### config.mk
export PLATFORM = sky130hd
export DESIGN_NAME = frame_encoder_crc16
export DESIGN_NICKNAME = d
export VERILOG_FILES = /design/src/rtl/core/fec_pkg.sv /design/src/rtl/core/frame_encoder_crc16.sv /design/src/rtl/core/fec_csr.sv /design/src/rtl/core/fec_seq.sv /design/src/rtl/core/fec_out.sv
export SDC_FILE = /design/constraint.sdc
export NUM_CORES = 1
export LEC_CHECK = 0
export ABC_AREA = 1
export ABC_CLOCK_PERIOD_IN_PS = 6700
export BUFFER_PORTS_ARGS = -buffer_cell sky130_fd_sc_hd__buf_2
export CORE_MARGIN = 1
export CORE_UTILIZATION = 40
export CTS_CLUSTER_SIZE = 10
export DETAILED_ROUTE_END_ITERATION = 16
export GPL_TIMING_DRIVEN = 0
export PLACE_DENSITY = 0.7
export SYNTH_ARGS = -nofsm -noshare
export SYNTH_HDL_FRONTEND = slang
export SYNTH_SLANG_ARGS = --single-unit
### constraint.sdc
create_clock -name clock -period 6.7 [get_ports clock]
set_clock_uncertainty 0.05 [all_clocks]
set_input_delay 1.005 -clock clock [delete_from_list [all_inputs] [get_ports clock]]
set_output_delay 1.005 -clock clock [all_outputs]
set_load 0.03 [all_outputs]
### src/rtl/core/fec_pkg.sv
// Shared types and constants for the framed CRC-16 byte encoder.
package fec_pkg;

   localparam int unsigned MAX_PAYLOAD = 255;
   localparam int unsigned HEADER_BYTES = 7;
   localparam int unsigned CRC_BYTES = 2;

   localparam int unsigned CSR_ADDR_W = 4;
   localparam int unsigned CSR_DATA_W = 32;

   localparam logic [15:0] CAPACITY_RESET = 16'hFFFF;
   localparam logic [8:0] KIND_LIMIT_RESET = 9'd256;
   localparam logic [8:0] TYPE_LIMIT_RESET = 9'd256;
   localparam logic [15:0] CRC_INIT = 16'hFFFF;

   typedef enum logic [1:0] {
      CSR_REG_CAPACITY = 2'd0,
      CSR_REG_KIND_LIMIT = 2'd1,
      CSR_REG_TYPE_LIMIT = 2'd2,
      CSR_REG_NONE = 2'd3
   } csr_reg_type;

   typedef enum logic [1:0] {
      STATUS_OK = 2'd0,
      STATUS_BUFFER = 2'd1,
      STATUS_KIND = 2'd2,
      STATUS_TYPE = 2'd3
   } status_type;

   typedef struct packed {
      logic [15:0] capacity;
      logic [8:0] kind_limit;
      logic [8:0] type_limit;
   } cfg_type;

   typedef struct packed {
      logic mode;
      logic [7:0] frame_version;
      logic [7:0] package_kind;
      logic [7:0] flag_bits;
      logic [7:0] reserved_byte;
      logic [15:0] sequence_number;
      logic [7:0] message_type;
      logic [7:0] payload_length;
      logic [7:0] payload_byte;
   } item_type;

   typedef struct packed {
      logic valid;
      logic [7:0] out_byte;
      status_type status;
      logic last;
   } emit_type;

endpackage

### src/rtl/core/frame_encoder_crc16.sv
// Top level: frame encoder emitting header, payload and CRC-16/CCITT-FALSE bytes.
// Each beat passes from the item register through the result register to rsp.
// One payload byte per cycle while rsp is not stalled; the final payload byte adds the
// two CRC bytes, a valid header gives seven bytes (nine when the length is zero), a rejected
// header one status beat; the single result register passes one byte per unstalled cycle.
// Reset is synchronous: no frame open, CRC at 0xFFFF, registers at 65535/256/256.
module frame_encoder_crc16
   import fec_pkg::*;
(
   input logic clock,
   input logic reset,
   input logic req_valid,
   output logic req_stall,
   input logic req_mode,
   input logic [7:0] req_frame_version,
   input logic [7:0] req_package_kind,
   input logic [7:0] req_flag_bits,
   input logic [7:0] req_reserved_byte,
   input logic [15:0] req_sequence_number,
   input logic [7:0] req_message_type,
   input logic [7:0] req_payload_length,
   input logic [7:0] req_payload_byte,
   output logic rsp_valid,
   input logic rsp_stall,
   output logic [7:0] rsp_out_byte,
   output logic [1:0] rsp_status,
   output logic rsp_last,
   input logic psel,
   input logic penable,
   input logic pwrite,
   input logic [CSR_ADDR_W-1:0] paddr,
   input logic [CSR_DATA_W-1:0] pwdata,
   output logic [CSR_DATA_W-1:0] prdata,
   output logic pready
);

   cfg_type cfg;
   item_type req_item;
   emit_type emit;
   logic out_ok;

   assign req_item.mode = req_mode;
   assign req_item.frame_version = req_frame_version;
   assign req_item.package_kind = req_package_kind;
   assign req_item.flag_bits = req_flag_bits;
   assign req_item.reserved_byte = req_reserved_byte;
   assign req_item.sequence_number = req_sequence_number;
   assign req_item.message_type = req_message_type;
   assign req_item.payload_length = req_payload_length;
   assign req_item.payload_byte = req_payload_byte;

   fec_csr u_csr (
      .clock(clock),
      .reset(reset),
      .psel(psel),
      .penable(penable),
      .pwrite(pwrite),
      .paddr(paddr),
      .pwdata(pwdata),
      .prdata(prdata),
      .pready(pready),
      .cfg(cfg)
   );

   fec_seq u_seq (
      .clock(clock),
      .reset(reset),
      .req_valid(req_valid),
      .req_stall(req_stall),
      .req_item(req_item),
      .cfg(cfg),
      .out_ok(out_ok),
      .emit(emit)
   );

   fec_out u_out (
      .clock(clock),
      .reset(reset),
      .emit(emit),
      .out_ok(out_ok),
      .rsp_valid(rsp_valid),
      .rsp_stall(rsp_stall),
      .rsp_out_byte(rsp_out_byte),
      .rsp_status(rsp_status),
      .rsp_last(rsp_last)
   );

endmodule

### src/rtl/core/fec_csr.sv
// Configuration register bank behind the APB-style port.
module fec_csr
   import fec_pkg::*;
(
   input logic clock,
   input logic reset,
   input logic psel,
   input logic penable,
   input logic pwrite,
   input logic [CSR_ADDR_W-1:0] paddr,
   input logic [CSR_DATA_W-1:0] pwdata,
   output logic [CSR_DATA_W-1:0] prdata,
   output logic pready,
   output cfg_type cfg
);

   cfg_type cfg_ff;
   cfg_type cfg_in;
   csr_reg_type reg_sel;
   logic wr_en;

   assign reg_sel = csr_reg_type'(paddr[3:2]);
   assign wr_en = psel & penable & pwrite;
   assign pready = 1'b1;
   assign cfg = cfg_ff;

   always_comb begin
      cfg_in = cfg_ff;
      prdata = '0;
      unique case (reg_sel)
         CSR_REG_CAPACITY: begin
            prdata = {16'd0, cfg_ff.capacity};
            if (wr_en) begin
               cfg_in.capacity = pwdata[15:0];
            end
         end
         CSR_REG_KIND_LIMIT: begin
            prdata = {23'd0, cfg_ff.kind_limit};
            if (wr_en) begin
               cfg_in.kind_limit = pwdata[8:0];
            end
         end
         CSR_REG_TYPE_LIMIT: begin
            prdata = {23'd0, cfg_ff.type_limit};
            if (wr_en) begin
               cfg_in.type_limit = pwdata[8:0];
            end
         end
         default: begin
            prdata = '0;
         end
      endcase
   end

   always_ff @(posedge clock) begin
      if (reset) begin
         cfg_ff.capacity <= CAPACITY_RESET;
         cfg_ff.kind_limit <= KIND_LIMIT_RESET;
         cfg_ff.type_limit <= TYPE_LIMIT_RESET;
      end else begin
         cfg_ff <= cfg_in;
      end
   end

endmodule

### src/rtl/core/fec_seq.sv
// Input item register, frame state, CRC and per-item result sequencing.
module fec_seq
   import fec_pkg::*;
(
   input logic clock,
   input logic reset,
   input logic req_valid,
   output logic req_stall,
   input item_type req_item,
   input cfg_type cfg,
   input logic out_ok,
   output emit_type emit
);

   function automatic logic [15:0] crc16_update(input logic [15:0] crc, input logic [7:0] b);
      logic [15:0] c;
      c = crc ^ {b, 8'h00};
      for (int i = 0; i < 8; i++) begin
         c = c[15] ? ({c[14:0], 1'b0} ^ 16'h1021) : {c[14:0], 1'b0};
      end
      return c;
   endfunction

   item_type item_ff;
   logic item_valid_ff, item_valid_in;
   logic [3:0] step_ff, step_in;
   logic [15:0] crc_ff, crc_in;
   logic [7:0] remaining_ff, remaining_in;
   logic active_ff, active_in;
   logic discarding_ff, discarding_in;

   status_type hdr_status;
   logic [16:0] needed;
   logic [7:0] hdr_byte;
   logic [15:0] crc_base;
   logic last_step;
   logic advance;
   logic take;

   assign needed = {9'd0, item_ff.payload_length} + 17'(HEADER_BYTES + CRC_BYTES);

   always_comb begin
      if ({8'd0, item_ff.payload_length} > 16'(MAX_PAYLOAD)
          || {1'b0, cfg.capacity} < needed) begin
         hdr_status = STATUS_BUFFER;
      end else if ({1'b0, item_ff.package_kind} >= cfg.kind_limit) begin
         hdr_status = STATUS_KIND;
      end else if ({1'b0, item_ff.message_type} >= cfg.type_limit) begin
         hdr_status = STATUS_TYPE;
      end else begin
         hdr_status = STATUS_OK;
      end
   end

   always_comb begin
      unique case (step_ff)
         4'd0: hdr_byte = item_ff.frame_version;
         4'd1: hdr_byte = item_ff.package_kind;
         4'd2: hdr_byte = item_ff.flag_bits;
         4'd3: hdr_byte = item_ff.reserved_byte;
         4'd4: hdr_byte = item_ff.sequence_number[15:8];
         4'd5: hdr_byte = item_ff.sequence_number[7:0];
         default: hdr_byte = item_ff.message_type;
      endcase
   end

   always_comb begin
      emit = '0;
      emit.status = STATUS_OK;
      last_step = 1'b1;
      crc_in = crc_ff;
      remaining_in = remaining_ff;
      active_in = active_ff;
      discarding_in = discarding_ff;
      crc_base = (step_ff == 4'd0) ? CRC_INIT : crc_ff;
      if (!item_ff.mode) begin
         if (step_ff == 4'd0 && hdr_status != STATUS_OK) begin
            emit.valid = 1'b1;
            emit.status = hdr_status;
            emit.last = 1'b1;
            discarding_in = (item_ff.payload_length != 8'd0);
            remaining_in = item_ff.payload_length;
            active_in = 1'b0;
            crc_in = CRC_INIT;
         end else if (step_ff <= 4'd6) begin
            emit.valid = 1'b1;
            emit.out_byte = hdr_byte;
            crc_in = crc16_update(crc_base, hdr_byte);
            last_step = 1'b0;
            if (step_ff == 4'd0) begin
               active_in = 1'b0;
               discarding_in = 1'b0;
               remaining_in = 8'd0;
            end
            if (step_ff == 4'd6 && item_ff.payload_length != 8'd0) begin
               last_step = 1'b1;
               active_in = 1'b1;
               remaining_in = item_ff.payload_length;
            end
         end else if (step_ff == 4'd7) begin
            emit.valid = 1'b1;
            emit.out_byte = crc_ff[15:8];
            last_step = 1'b0;
         end else begin
            emit.valid = 1'b1;
            emit.out_byte = crc_ff[7:0];
            emit.last = 1'b1;
            crc_in = CRC_INIT;
            active_in = 1'b0;
         end
      end else begin
         if (step_ff == 4'd0) begin
            if (discarding_ff) begin
               if (remaining_ff != 8'd0) begin
                  remaining_in = remaining_ff - 8'd1;
               end
               if (remaining_ff <= 8'd1) begin
                  discarding_in = 1'b0;
               end
            end else if (!active_ff || remaining_ff == 8'd0) begin
               active_in = 1'b0;
            end else begin
               emit.valid = 1'b1;
               emit.out_byte = item_ff.payload_byte;
               crc_in = crc16_update(crc_ff, item_ff.payload_byte);
               remaining_in = remaining_ff - 8'd1;
               last_step = (remaining_ff != 8'd1);
            end
         end else if (step_ff == 4'd1) begin
            emit.valid = 1'b1;
            emit.out_byte = crc_ff[15:8];
            last_step = 1'b0;
         end else begin
            emit.valid = 1'b1;
            emit.out_byte = crc_ff[7:0];
            emit.last = 1'b1;
            crc_in = CRC_INIT;
            active_in = 1'b0;
         end
      end
      emit.valid = emit.valid & item_valid_ff;
   end

   assign advance = item_valid_ff & (!emit.valid | out_ok);
   assign req_stall = item_valid_ff & !(advance & last_step);
   assign take = req_valid & !req_stall;

   always_comb begin
      item_valid_in = item_valid_ff;
      step_in = step_ff;
      if (advance) begin
         step_in = last_step ? 4'd0 : step_ff + 4'd1;
         if (last_step) begin
            item_valid_in = 1'b0;
         end
      end
      if (take) begin
         item_valid_in = 1'b1;
      end
   end

   always_ff @(posedge clock) begin
      if (reset) begin
         item_valid_ff <= 1'b0;
         step_ff <= 4'd0;
         crc_ff <= CRC_INIT;
         remaining_ff <= 8'd0;
         active_ff <= 1'b0;
         discarding_ff <= 1'b0;
      end else begin
         item_valid_ff <= item_valid_in;
         step_ff <= step_in;
         if (advance) begin
            crc_ff <= crc_in;
            remaining_ff <= remaining_in;
            active_ff <= active_in;
            discarding_ff <= discarding_in;
         end
      end
   end

   always_ff @(posedge clock) begin
      if (take) begin
         item_ff <= req_item;
      end
   end

   a_not_both: assert property (@(posedge clock) disable iff (reset)
      !(active_ff && discarding_ff))
      else $error("frame open and dropping at the same time");

   a_active_count: assert property (@(posedge clock) disable iff (reset)
      active_ff && step_ff == 4'd0 |-> remaining_ff != 8'd0)
      else $error("open frame with no payload bytes left");

   a_idle_crc: assert property (@(posedge clock) disable iff (reset)
      !item_valid_ff && !active_ff |-> crc_ff == CRC_INIT)
      else $error("CRC not back at its initial value between frames");

   a_step_range: assert property (@(posedge clock) disable iff (reset)
      item_valid_ff && item_ff.mode |-> step_ff <= 4'd2)
      else $error("payload beat sequencing past its CRC bytes");

endmodule

### src/rtl/core/fec_out.sv
// Result register that holds one output beat until it is taken.
module fec_out
   import fec_pkg::*;
(
   input logic clock,
   input logic reset,
   input emit_type emit,
   output logic out_ok,
   output logic rsp_valid,
   input logic rsp_stall,
   output logic [7:0] rsp_out_byte,
   output logic [1:0] rsp_status,
   output logic rsp_last
);

   logic valid_ff;
   logic [7:0] byte_ff;
   status_type status_ff;
   logic last_ff;

   assign out_ok = !valid_ff | !rsp_stall;
   assign rsp_valid = valid_ff;
   assign rsp_out_byte = byte_ff;
   assign rsp_status = status_ff;
   assign rsp_last = last_ff;

   always_ff @(posedge clock) begin
      if (reset) begin
         valid_ff <= 1'b0;
      end else if (out_ok) begin
         valid_ff <= emit.valid;
      end
   end

   always_ff @(posedge clock) begin
      if (out_ok && emit.valid) begin
         byte_ff <= emit.out_byte;
         status_ff <= emit.status;
         last_ff <= emit.last;
      end
   end

   a_error_beat: assert property (@(posedge clock) disable iff (reset)
      valid_ff && status_ff != STATUS_OK |-> last_ff && byte_ff == 8'd0)
      else $error("error beat without last or with a nonzero byte");

endmodule
Word-level counts from Yosys, hierarchy flattened
Index checks and enable logic that the tools add are counted.
Widths: inputs -> output; s select.
Word-level totals
  input bits: 116
  register bits after elaboration: 150
  output and inout port bits: 46
  logic and storage cells: 187
Operators by class
  eq/ne operators: 19
  add/sub/neg operators: 3
  reductions and logical operators: 30
  mux-type cells: 80
  magnitude comparators: 5
  bitwise logic cells: 28
Operators with widths (number)
  $mux 13: 16
  $mux 16: 9
  $mux 8: 13
  $not 3->3: 16
  $pmux 16 s3: 1
  $pmux 8 s6: 1
  $mux 9: 4
  $mux 1: 32
  $xor 16x16->16: 2
  $ge 8x9->1: 2
  $ne 3x3->1 const B: 6
  $lt 16x17->1: 1
  $eq 4x3->1 const B: 4
  $reduce_bool 8->1: 2
  $reduce_and 6->1: 2
  $add 8x4->9 const B: 1
  $eq 4x2->1 const B: 2
  $le 8x1->1 const B: 1
  $logic_not 8->1: 1
  $ne 8x1->1 const B: 1
  $reduce_and 2->1: 4
  $reduce_bool 2->1: 4
  $sub 8x1->8 const B: 1
  $and 1x1->1: 7
  other kinds (21): 32

Logic depth before layout (Yosys ltp)
  depth in word-level cells: 22
  gate-level depth with buffers: 19
  mapped depth without buffers: 18

By module
From an unflattened synthesis, not the netlist that was laid out.
Unflattened totals
  cells, all modules: 1143
  area total of the unflattened synthesis: 8783.4 sq um
By module, submodules not included
  fec_seq: seq. area each 2812.7 sq um, cells an instance 873, area each 6687.7 sq um, times used 1
  fec_csr: seq. area each 680.7 sq um, cells an instance 254, area each 1721.7 sq um, times used 1
  fec_out: seq. area each 350.3 sq um, cells an instance 16, area each 374.1 sq um, times used 1

Worst setup path after synthesis
Ideal clock, no wire load.
  path type: flip-flop to flip-flop
  start: register u_seq.item_ff[8] in the netlist's numbering
  end: register u_seq.item_ff[0] in the netlist's numbering, enable pin
  required time: 6.145 ns
  arrival time: 5.252 ns
  clock period less this slack: 5.807 ns
  path buffers: 0
  library setup time: 0.505 ns
  cell stages (with the launch flop): 18
  setup slack: 0.893 ns
  path through: edfxtp_1 ha_1 nand2_1 nand2_1 nand3_1 nand3b_1 ha_1 nand2_1 inv_1 a21oi_1 nand3_1 nor2_1 o21ai_2 nand4_1 nand2_1 nand2_1 inv_1 nor2_1
On the way
  word-level cells in the longest chain between the ends: 12
  elaborated cells on any way between the ends: 16
  those cells by class: 1 x add/sub; 1 x order compare; 5 x mux; 3 x bitwise; 6 x reduce/logical
Ends and longest elaborated chain
  start: declaration: line fec_seq.sv:24  | item_type item_ff;
  start signal: assignment: line fec_seq.sv:184  | item_ff <= req_item;
  $add 8x4->9: line fec_seq.sv:40  | assign needed = {9'd0, item_ff.payload_length} + 17'(HEADER_BYTES + CRC_BYTES);
  $lt 16x17->1: line fec_seq.sv:44  | || {1'b0, cfg.capacity} < needed) begin
  $mux 2: line fec_seq.sv:43  | if ({8'd0, item_ff.payload_length} > 16'(MAX_PAYLOAD)
  $reduce_bool 2->1: line fec_seq.sv:77  | if (step_ff == 4'd0 && hdr_status != STATUS_OK) begin
  $logic_and 1x1->1: line fec_seq.sv:77
  $mux 1 (*): line fec_seq.sv:77
  $mux 1 (*): line fec_seq.sv:76  | if (!item_ff.mode) begin
  $and 1x1->1 (*): line fec_seq.sv:145  | assign req_stall = item_valid_ff & !(advance & last_step);
  $logic_not 1->1 (*): line fec_seq.sv:145
  $and 1x1->1 (*): line fec_seq.sv:145
  named net req_stall: line frame_encoder_crc16.sv:13  | output logic req_stall,
  $logic_not 1->1 (*): line fec_seq.sv:146  | assign take = req_valid & !req_stall;
  $and 1x1->1 (*): line fec_seq.sv:146
Mark *: on every way through the listed nets, which the timed path passes. The rest lies on a longest branch.
A chain may end at the register's enable or synchronous reset.

Worst setup path after layout
  start: register u_seq.item_ff[8] in the netlist's numbering
  end: output port req_stall
On the way
  word-level cells in the longest chain between the ends: 10
  elaborated cells on any way between the ends: 14
  those cells by class: 1 x add/sub; 1 x order compare; 5 x mux; 2 x bitwise; 5 x reduce/logical
Ends and longest elaborated chain (line)
  $add 8x4->9: fec_seq.sv:40
  $lt 16x17->1: fec_seq.sv:44
  $mux 2: fec_seq.sv:43
  $reduce_bool 2->1: fec_seq.sv:77
  $logic_and 1x1->1: fec_seq.sv:77
  $mux 1 (*): fec_seq.sv:77
  $mux 1 (*): fec_seq.sv:76
  $and 1x1->1 (*): fec_seq.sv:145
  $logic_not 1->1 (*): fec_seq.sv:145
  $and 1x1->1 (*): fec_seq.sv:145
  end: declaration: frame_encoder_crc16.sv:13
Mark *: on every way between the ends. The rest lies on a longest branch, timed or not.

==> impl_results.html <==
<table>
<tr><th>Metric</th><th>Value</th></tr>
<tr><th colspan="2">Drt</th></tr>
<tr><td>Average wire per cell in the routed design</td><td>14.93 um</td></tr>
<tr><td>Average vias per placed instance</td><td>5.032</td></tr>
<tr><td>Residual DRC count</td><td>0</td></tr>
<tr><td>First-pass detailed-route iteration total</td><td>5</td></tr>
<tr><td>Drt initial violations</td><td>504</td></tr>
<tr><td>Routed wire length</td><td>22590 um</td></tr>
<tr><td>Antenna-violating nets left</td><td>0</td></tr>
<tr><td>Total number of vias</td><td>7614</td></tr>
<tr><th colspan="2">Place</th></tr>
<tr><td>Cell area reported after detailed placement</td><td>9552 um^2</td></tr>
<tr><td>Port Buf Inserts</td><td>125</td></tr>
<tr><td>Final weighted congestion in routability-driven placement</td><td>0.8989</td></tr>
<tr><td>Post-DP HPWL</td><td>17140 um</td></tr>
<tr><td>Cell Count Post-Placement</td><td>1479</td></tr>
<tr><td>Setup WS pre-CTS</td><td>2.682 ns</td></tr>
<tr><th colspan="2">Clocking</th></tr>
<tr><td>Clock tree from TritonCTS</td><td>yes</td></tr>
<tr><td>Number of levels in the clock H-tree</td><td>4</td></tr>
<tr><td>Clock-pin slew of the registers on the worst-case setup and hold paths</td><td>0.06 ns</td></tr>
<tr><td>Root Buffer Master</td><td>sky130_fd_sc_hd__clkbuf_16</td></tr>
<tr><td>Number of buffers on the longest clock path</td><td>2</td></tr>
<tr><td>Setup repair bufs after CTS</td><td>0</td></tr>
<tr><td>Hold-fix buffers, CTS</td><td>0</td></tr>
<tr><td>Total clock buffers created by CTS</td><td>17</td></tr>
<tr><td>TritonCTS Sinks</td><td>150</td></tr>
<tr><td>Source-to-sink clock delay at the later pin of the worst-skew pair</td><td>0.43 ns</td></tr>
<tr><td>Post-cts sizing count</td><td>0</td></tr>
<tr><th colspan="2">Final layout</th></tr>
<tr><td>Post-layout instance area</td><td>10140 um^2</td></tr>
<tr><td>Share of cells above drive strength 1</td><td>18.45%</td></tr>
<tr><td>Layout net count</td><td>1376</td></tr>
<tr><td>Area overhead of the layout relative to synthesis</td><td>19.66%</td></tr>
<tr><td>Fin cells</td><td>1513</td></tr>
<tr><th colspan="2">Synthesis</th></tr>
<tr><td>Share of the synthesized area in the top cell type</td><td>29.76%</td></tr>
<tr><td>Number of warning messages in the yosys log</td><td>0</td></tr>
<tr><td>Fraction of registers with async set or reset after synthesis</td><td>0%</td></tr>
<tr><td>Top flip-flop cell by instance count after synthesis</td><td>sky130_fd_sc_hd__edfxtp_1</td></tr>
<tr><td>Synthesized area</td><td>8477 um^2</td></tr>
<tr><td>Most numerous cell types in the synthesized netlist</td><td>sky130_fd_sc_hd__nand2_1 (268), sky130_fd_sc_hd__nand3_1 (115), sky130_fd_sc_hd__inv_1 (108)</td></tr>
<tr><td>Average footprint of a synthesized cell</td><td>7.945 um^2</td></tr>
<tr><td>Number of standard cells after synthesis</td><td>1067</td></tr>
<tr><td>Largest area contributor in the netlist</td><td>sky130_fd_sc_hd__edfxtp_1</td></tr>
<tr><td>Most used standard cell by instance count after synthesis</td><td>sky130_fd_sc_hd__nand2_1</td></tr>
<tr><td>#FFs+latches synth</td><td>150</td></tr>
<tr><td>Portion of the post-synthesis area used by sequential elements</td><td>45.34%</td></tr>
<tr><td>Top post-synthesis cells by area</td><td>sky130_fd_sc_hd__edfxtp_1 (30%), sky130_fd_sc_hd__dfxtp_1 (16%), sky130_fd_sc_hd__nand2_1 (12%), sky130_fd_sc_hd__nand3_1 (6.8%), sky130_fd_sc_hd__inv_1 (4.8%)</td></tr>
<tr><td>Distinct cell type count after synthesis</td><td>43</td></tr>
<tr><td>Number of enable-type register cells in the synthesized netlist</td><td>84</td></tr>
<tr><th colspan="2">STA</th></tr>
<tr><td>Period utilization</td><td>65.48%</td></tr>
<tr><td>Fin worst setup slack</td><td>2.313 ns</td></tr>
<tr><td>Slew at the pin closest to its max-slew limit</td><td>1.312 ns</td></tr>
<tr><td>Final hold vios</td><td>0</td></tr>
<tr><td>Max Slew Vio Count</td><td>0</td></tr>
<tr><td>Final worst path period need</td><td>4.387 ns</td></tr>
<tr><td>Number of endpoints failing setup at the final stage</td><td>0</td></tr>
<tr><td>Max_slew headroom</td><td>12.19%</td></tr>
<tr><td>Setup repair after global routing missed its margin</td><td>false</td></tr>
<tr><td>Peak Freq</td><td>228.0 MHz</td></tr>
<tr><th colspan="2">Setup path</th></tr>
<tr><td>Startpoint of the lowest-slack register-to-register path</td><td>u_seq.item_ff[8]</td></tr>
<tr><td>Worst r2r dst</td><td>u_seq.item_ff[62]</td></tr>
<tr><td>Maximum fanout encountered on the critical timing path</td><td>5</td></tr>
<tr><td>Timing endpoint of the critical path</td><td>req_stall</td></tr>
<tr><td>Critical path endpoint category</td><td>primary output</td></tr>
<tr><td>Kind of critical path</td><td>reg -&gt; out</td></tr>
<tr><td>First element of the critical path</td><td>u_seq.item_ff[8]</td></tr>
<tr><td>Element type at the critical path start</td><td>flip-flop</td></tr>
<tr><td>Data required, critical path</td><td>5.64 ns</td></tr>
<tr><td>CP arrival</td><td>3.33 ns</td></tr>
<tr><td>R2R depth</td><td>19</td></tr>
<tr><td>Internal reg-to-reg setup slack</td><td>2.70 ns</td></tr>
<tr><th colspan="2">Global routing</th></tr>
<tr><td>Total global-route track usage</td><td>21.49%</td></tr>
<tr><td>Gr ovfl total</td><td>0</td></tr>
<tr><td>Antenna violations before repair</td><td>2</td></tr>
<tr><td>Wire length of the first global-routing pass</td><td>36220 um</td></tr>
<tr><td>Via count of the first global-routing pass</td><td>6948</td></tr>
<tr><td>Pin count of the biggest net entering global routing</td><td>28</td></tr>
<tr><th colspan="2">Power</th></tr>
<tr><td>Worst voltage drop across the vdd grid</td><td>0.0001918 V</td></tr>
<tr><td>Static leakage power</td><td>4.672 nW</td></tr>
<tr><td>Total power per unit cell area</td><td>260.0 nW/um^2</td></tr>
<tr><th colspan="2">Floorplanning</th></tr>
<tr><td>Die outline height</td><td>147.6 um</td></tr>
<tr><td>Die Wd</td><td>147.6 um</td></tr>
<tr><td>Number of placed I/O pins</td><td>162</td></tr>
<tr><td>Die area</td><td>21780 um^2</td></tr>
<tr><td>Initial core utilization</td><td>41.36%</td></tr>
<tr><td>Area of the core</td><td>20490 um^2</td></tr>
<tr><td>Number of placement rows</td><td>52</td></tr>
<tr><th colspan="2">Flow run</th></tr>
<tr><td>Total of max-cap violations</td><td>0</td></tr>
<tr><th colspan="2">Outcome</th></tr>
<tr><td>Result of the run</td><td>finished clean</td></tr>
<tr><th colspan="2">Worst hold path</th></tr>
<tr><td>Worst min-delay path class</td><td>reg -&gt; reg</td></tr>
</table>
==> metal layers <==
layer	track usage [%]	share of wire (%)
met5	0	0
met4	7.526	1.9
met2	34.22	45
met3	4.043	7.4
met1	29.20	46
==> layout by cell type (no fill, tap or decap), types with 17 or more instances in the layout <==
master,n
sky130_fd_sc_hd__nand3_1,115
sky130_fd_sc_hd__o21ai_0,42
sky130_fd_sc_hd__dfxtp_1,66
sky130_fd_sc_hd__a21oi_1,64
sky130_fd_sc_hd__ha_1,32
sky130_fd_sc_hd__inv_1,110
sky130_fd_sc_hd__edfxtp_1,84
sky130_fd_sc_hd__buf_4,17
sky130_fd_sc_hd__conb_1,17
sky130_fd_sc_hd__nor2_1,94
sky130_fd_sc_hd__clkbuf_16,19
sky130_fd_sc_hd__buf_2,135
sky130_fd_sc_hd__nand2_1,268
==> cells by family after synthesis <==
| family | count (synthesis) | synth area share [%] |
|---|---|---|
| other cells | 2 | 0.08859 |
| compound gates | 155 | 10.76 |
| buf+inv | 171 | 8.915 |
| xor+xnor | 27 | 2.790 |
| fa+ha+maj | 32 | 4.723 |
| simple gates | 530 | 27.38 |
| flops | 150 | 45.34 |
==> power breakdown <==
group / switching, W / internal [W]
clock network: 0.000401 / 0.000559
registers: 0.0000433 / 0.00104
logic: 0.000388 / 0.000205
==> state kept, by name, summed over array words and instances, names as in the netlist <==
register	flops
u_seq.item_valid_ff	1
u_seq.crc_ff	16
u_out.rsp_status	2
u_out.rsp_valid	1
u_seq.remaining_ff	8
u_seq.item_ff	73
u_seq.active_ff	1
u_seq.discarding_ff	1
u_out.rsp_out_byte	8
u_csr.cfg	34
u_out.rsp_last	1
u_seq.step_ff	4
==> worst min-delay path by stage <==
stage | end | slack (ns) | depth (start not counted) | start
floorplan | u_seq.active_ff | 0.40 | 2 | u_seq.active_ff
global placement | u_seq.active_ff | 0.42 | 2 | u_seq.active_ff
detailed placement | u_seq.active_ff | 0.42 | 2 | u_seq.active_ff
CTS | u_seq.active_ff | 0.44 | 2 | u_seq.active_ff
global route | u_out.rsp_valid | 0.47 | 2 | u_out.rsp_valid
finish | u_seq.active_ff | 0.44 | 2 | u_seq.active_ff
==> per-stage QoR <==
stage | hold WS, ns | power, W | util [%] | TNS [ns]
after floorplan | 0.4016 | 0.001516 | - | 0
after CTS | 0.4368 | 0.002645 | 49.47 | 0
final | 0.4398 | 0.002637 | 49.49 | 0
after global placement | 0.4187 | 0.001676 | 46.34 | -64.20
after global routing | 0.4702 | 0.002769 | 49.47 | 0
after detailed placement | 0.4207 | 0.001686 | 46.61 | 0
==> critical path, stage by stage (launching register included) <==
cell,delay (ns)
sky130_fd_sc_hd__edfxtp_1,0.46
sky130_fd_sc_hd__ha_1,0.22
sky130_fd_sc_hd__nand2_1,0.06
sky130_fd_sc_hd__nand2_1,0.09
sky130_fd_sc_hd__nand3_1,0.10
sky130_fd_sc_hd__nand3b_1,0.20
sky130_fd_sc_hd__ha_1,0.33
sky130_fd_sc_hd__nand4_1,0.12
sky130_fd_sc_hd__nor2_1,0.10
sky130_fd_sc_hd__nand2_1,0.05
sky130_fd_sc_hd__nor2_1,0.12
sky130_fd_sc_hd__nor2_1,0.09
sky130_fd_sc_hd__o21ai_2,0.25
sky130_fd_sc_hd__nand4_1,0.11
sky130_fd_sc_hd__nand2_1,0.16
sky130_fd_sc_hd__nand2_1,0.09
sky130_fd_sc_hd__inv_1,0.12
sky130_fd_sc_hd__buf_2,0.21
==> area by class of cell <==
class,instances,area (um^2)
Sequential cell,150,3844
Buffer,50,301.5
Timing Repair Buffer,127,673.1
Clock buffer,19,475.5
Clock inverter,13,111.4
Inverter,121,454.2
Multi-Input combinational cell,761,3941
Antenna cell,2,5.005
Fill cell,2002,10350
Tap cell,270,337.8
(Power assumes the default switching activity.)
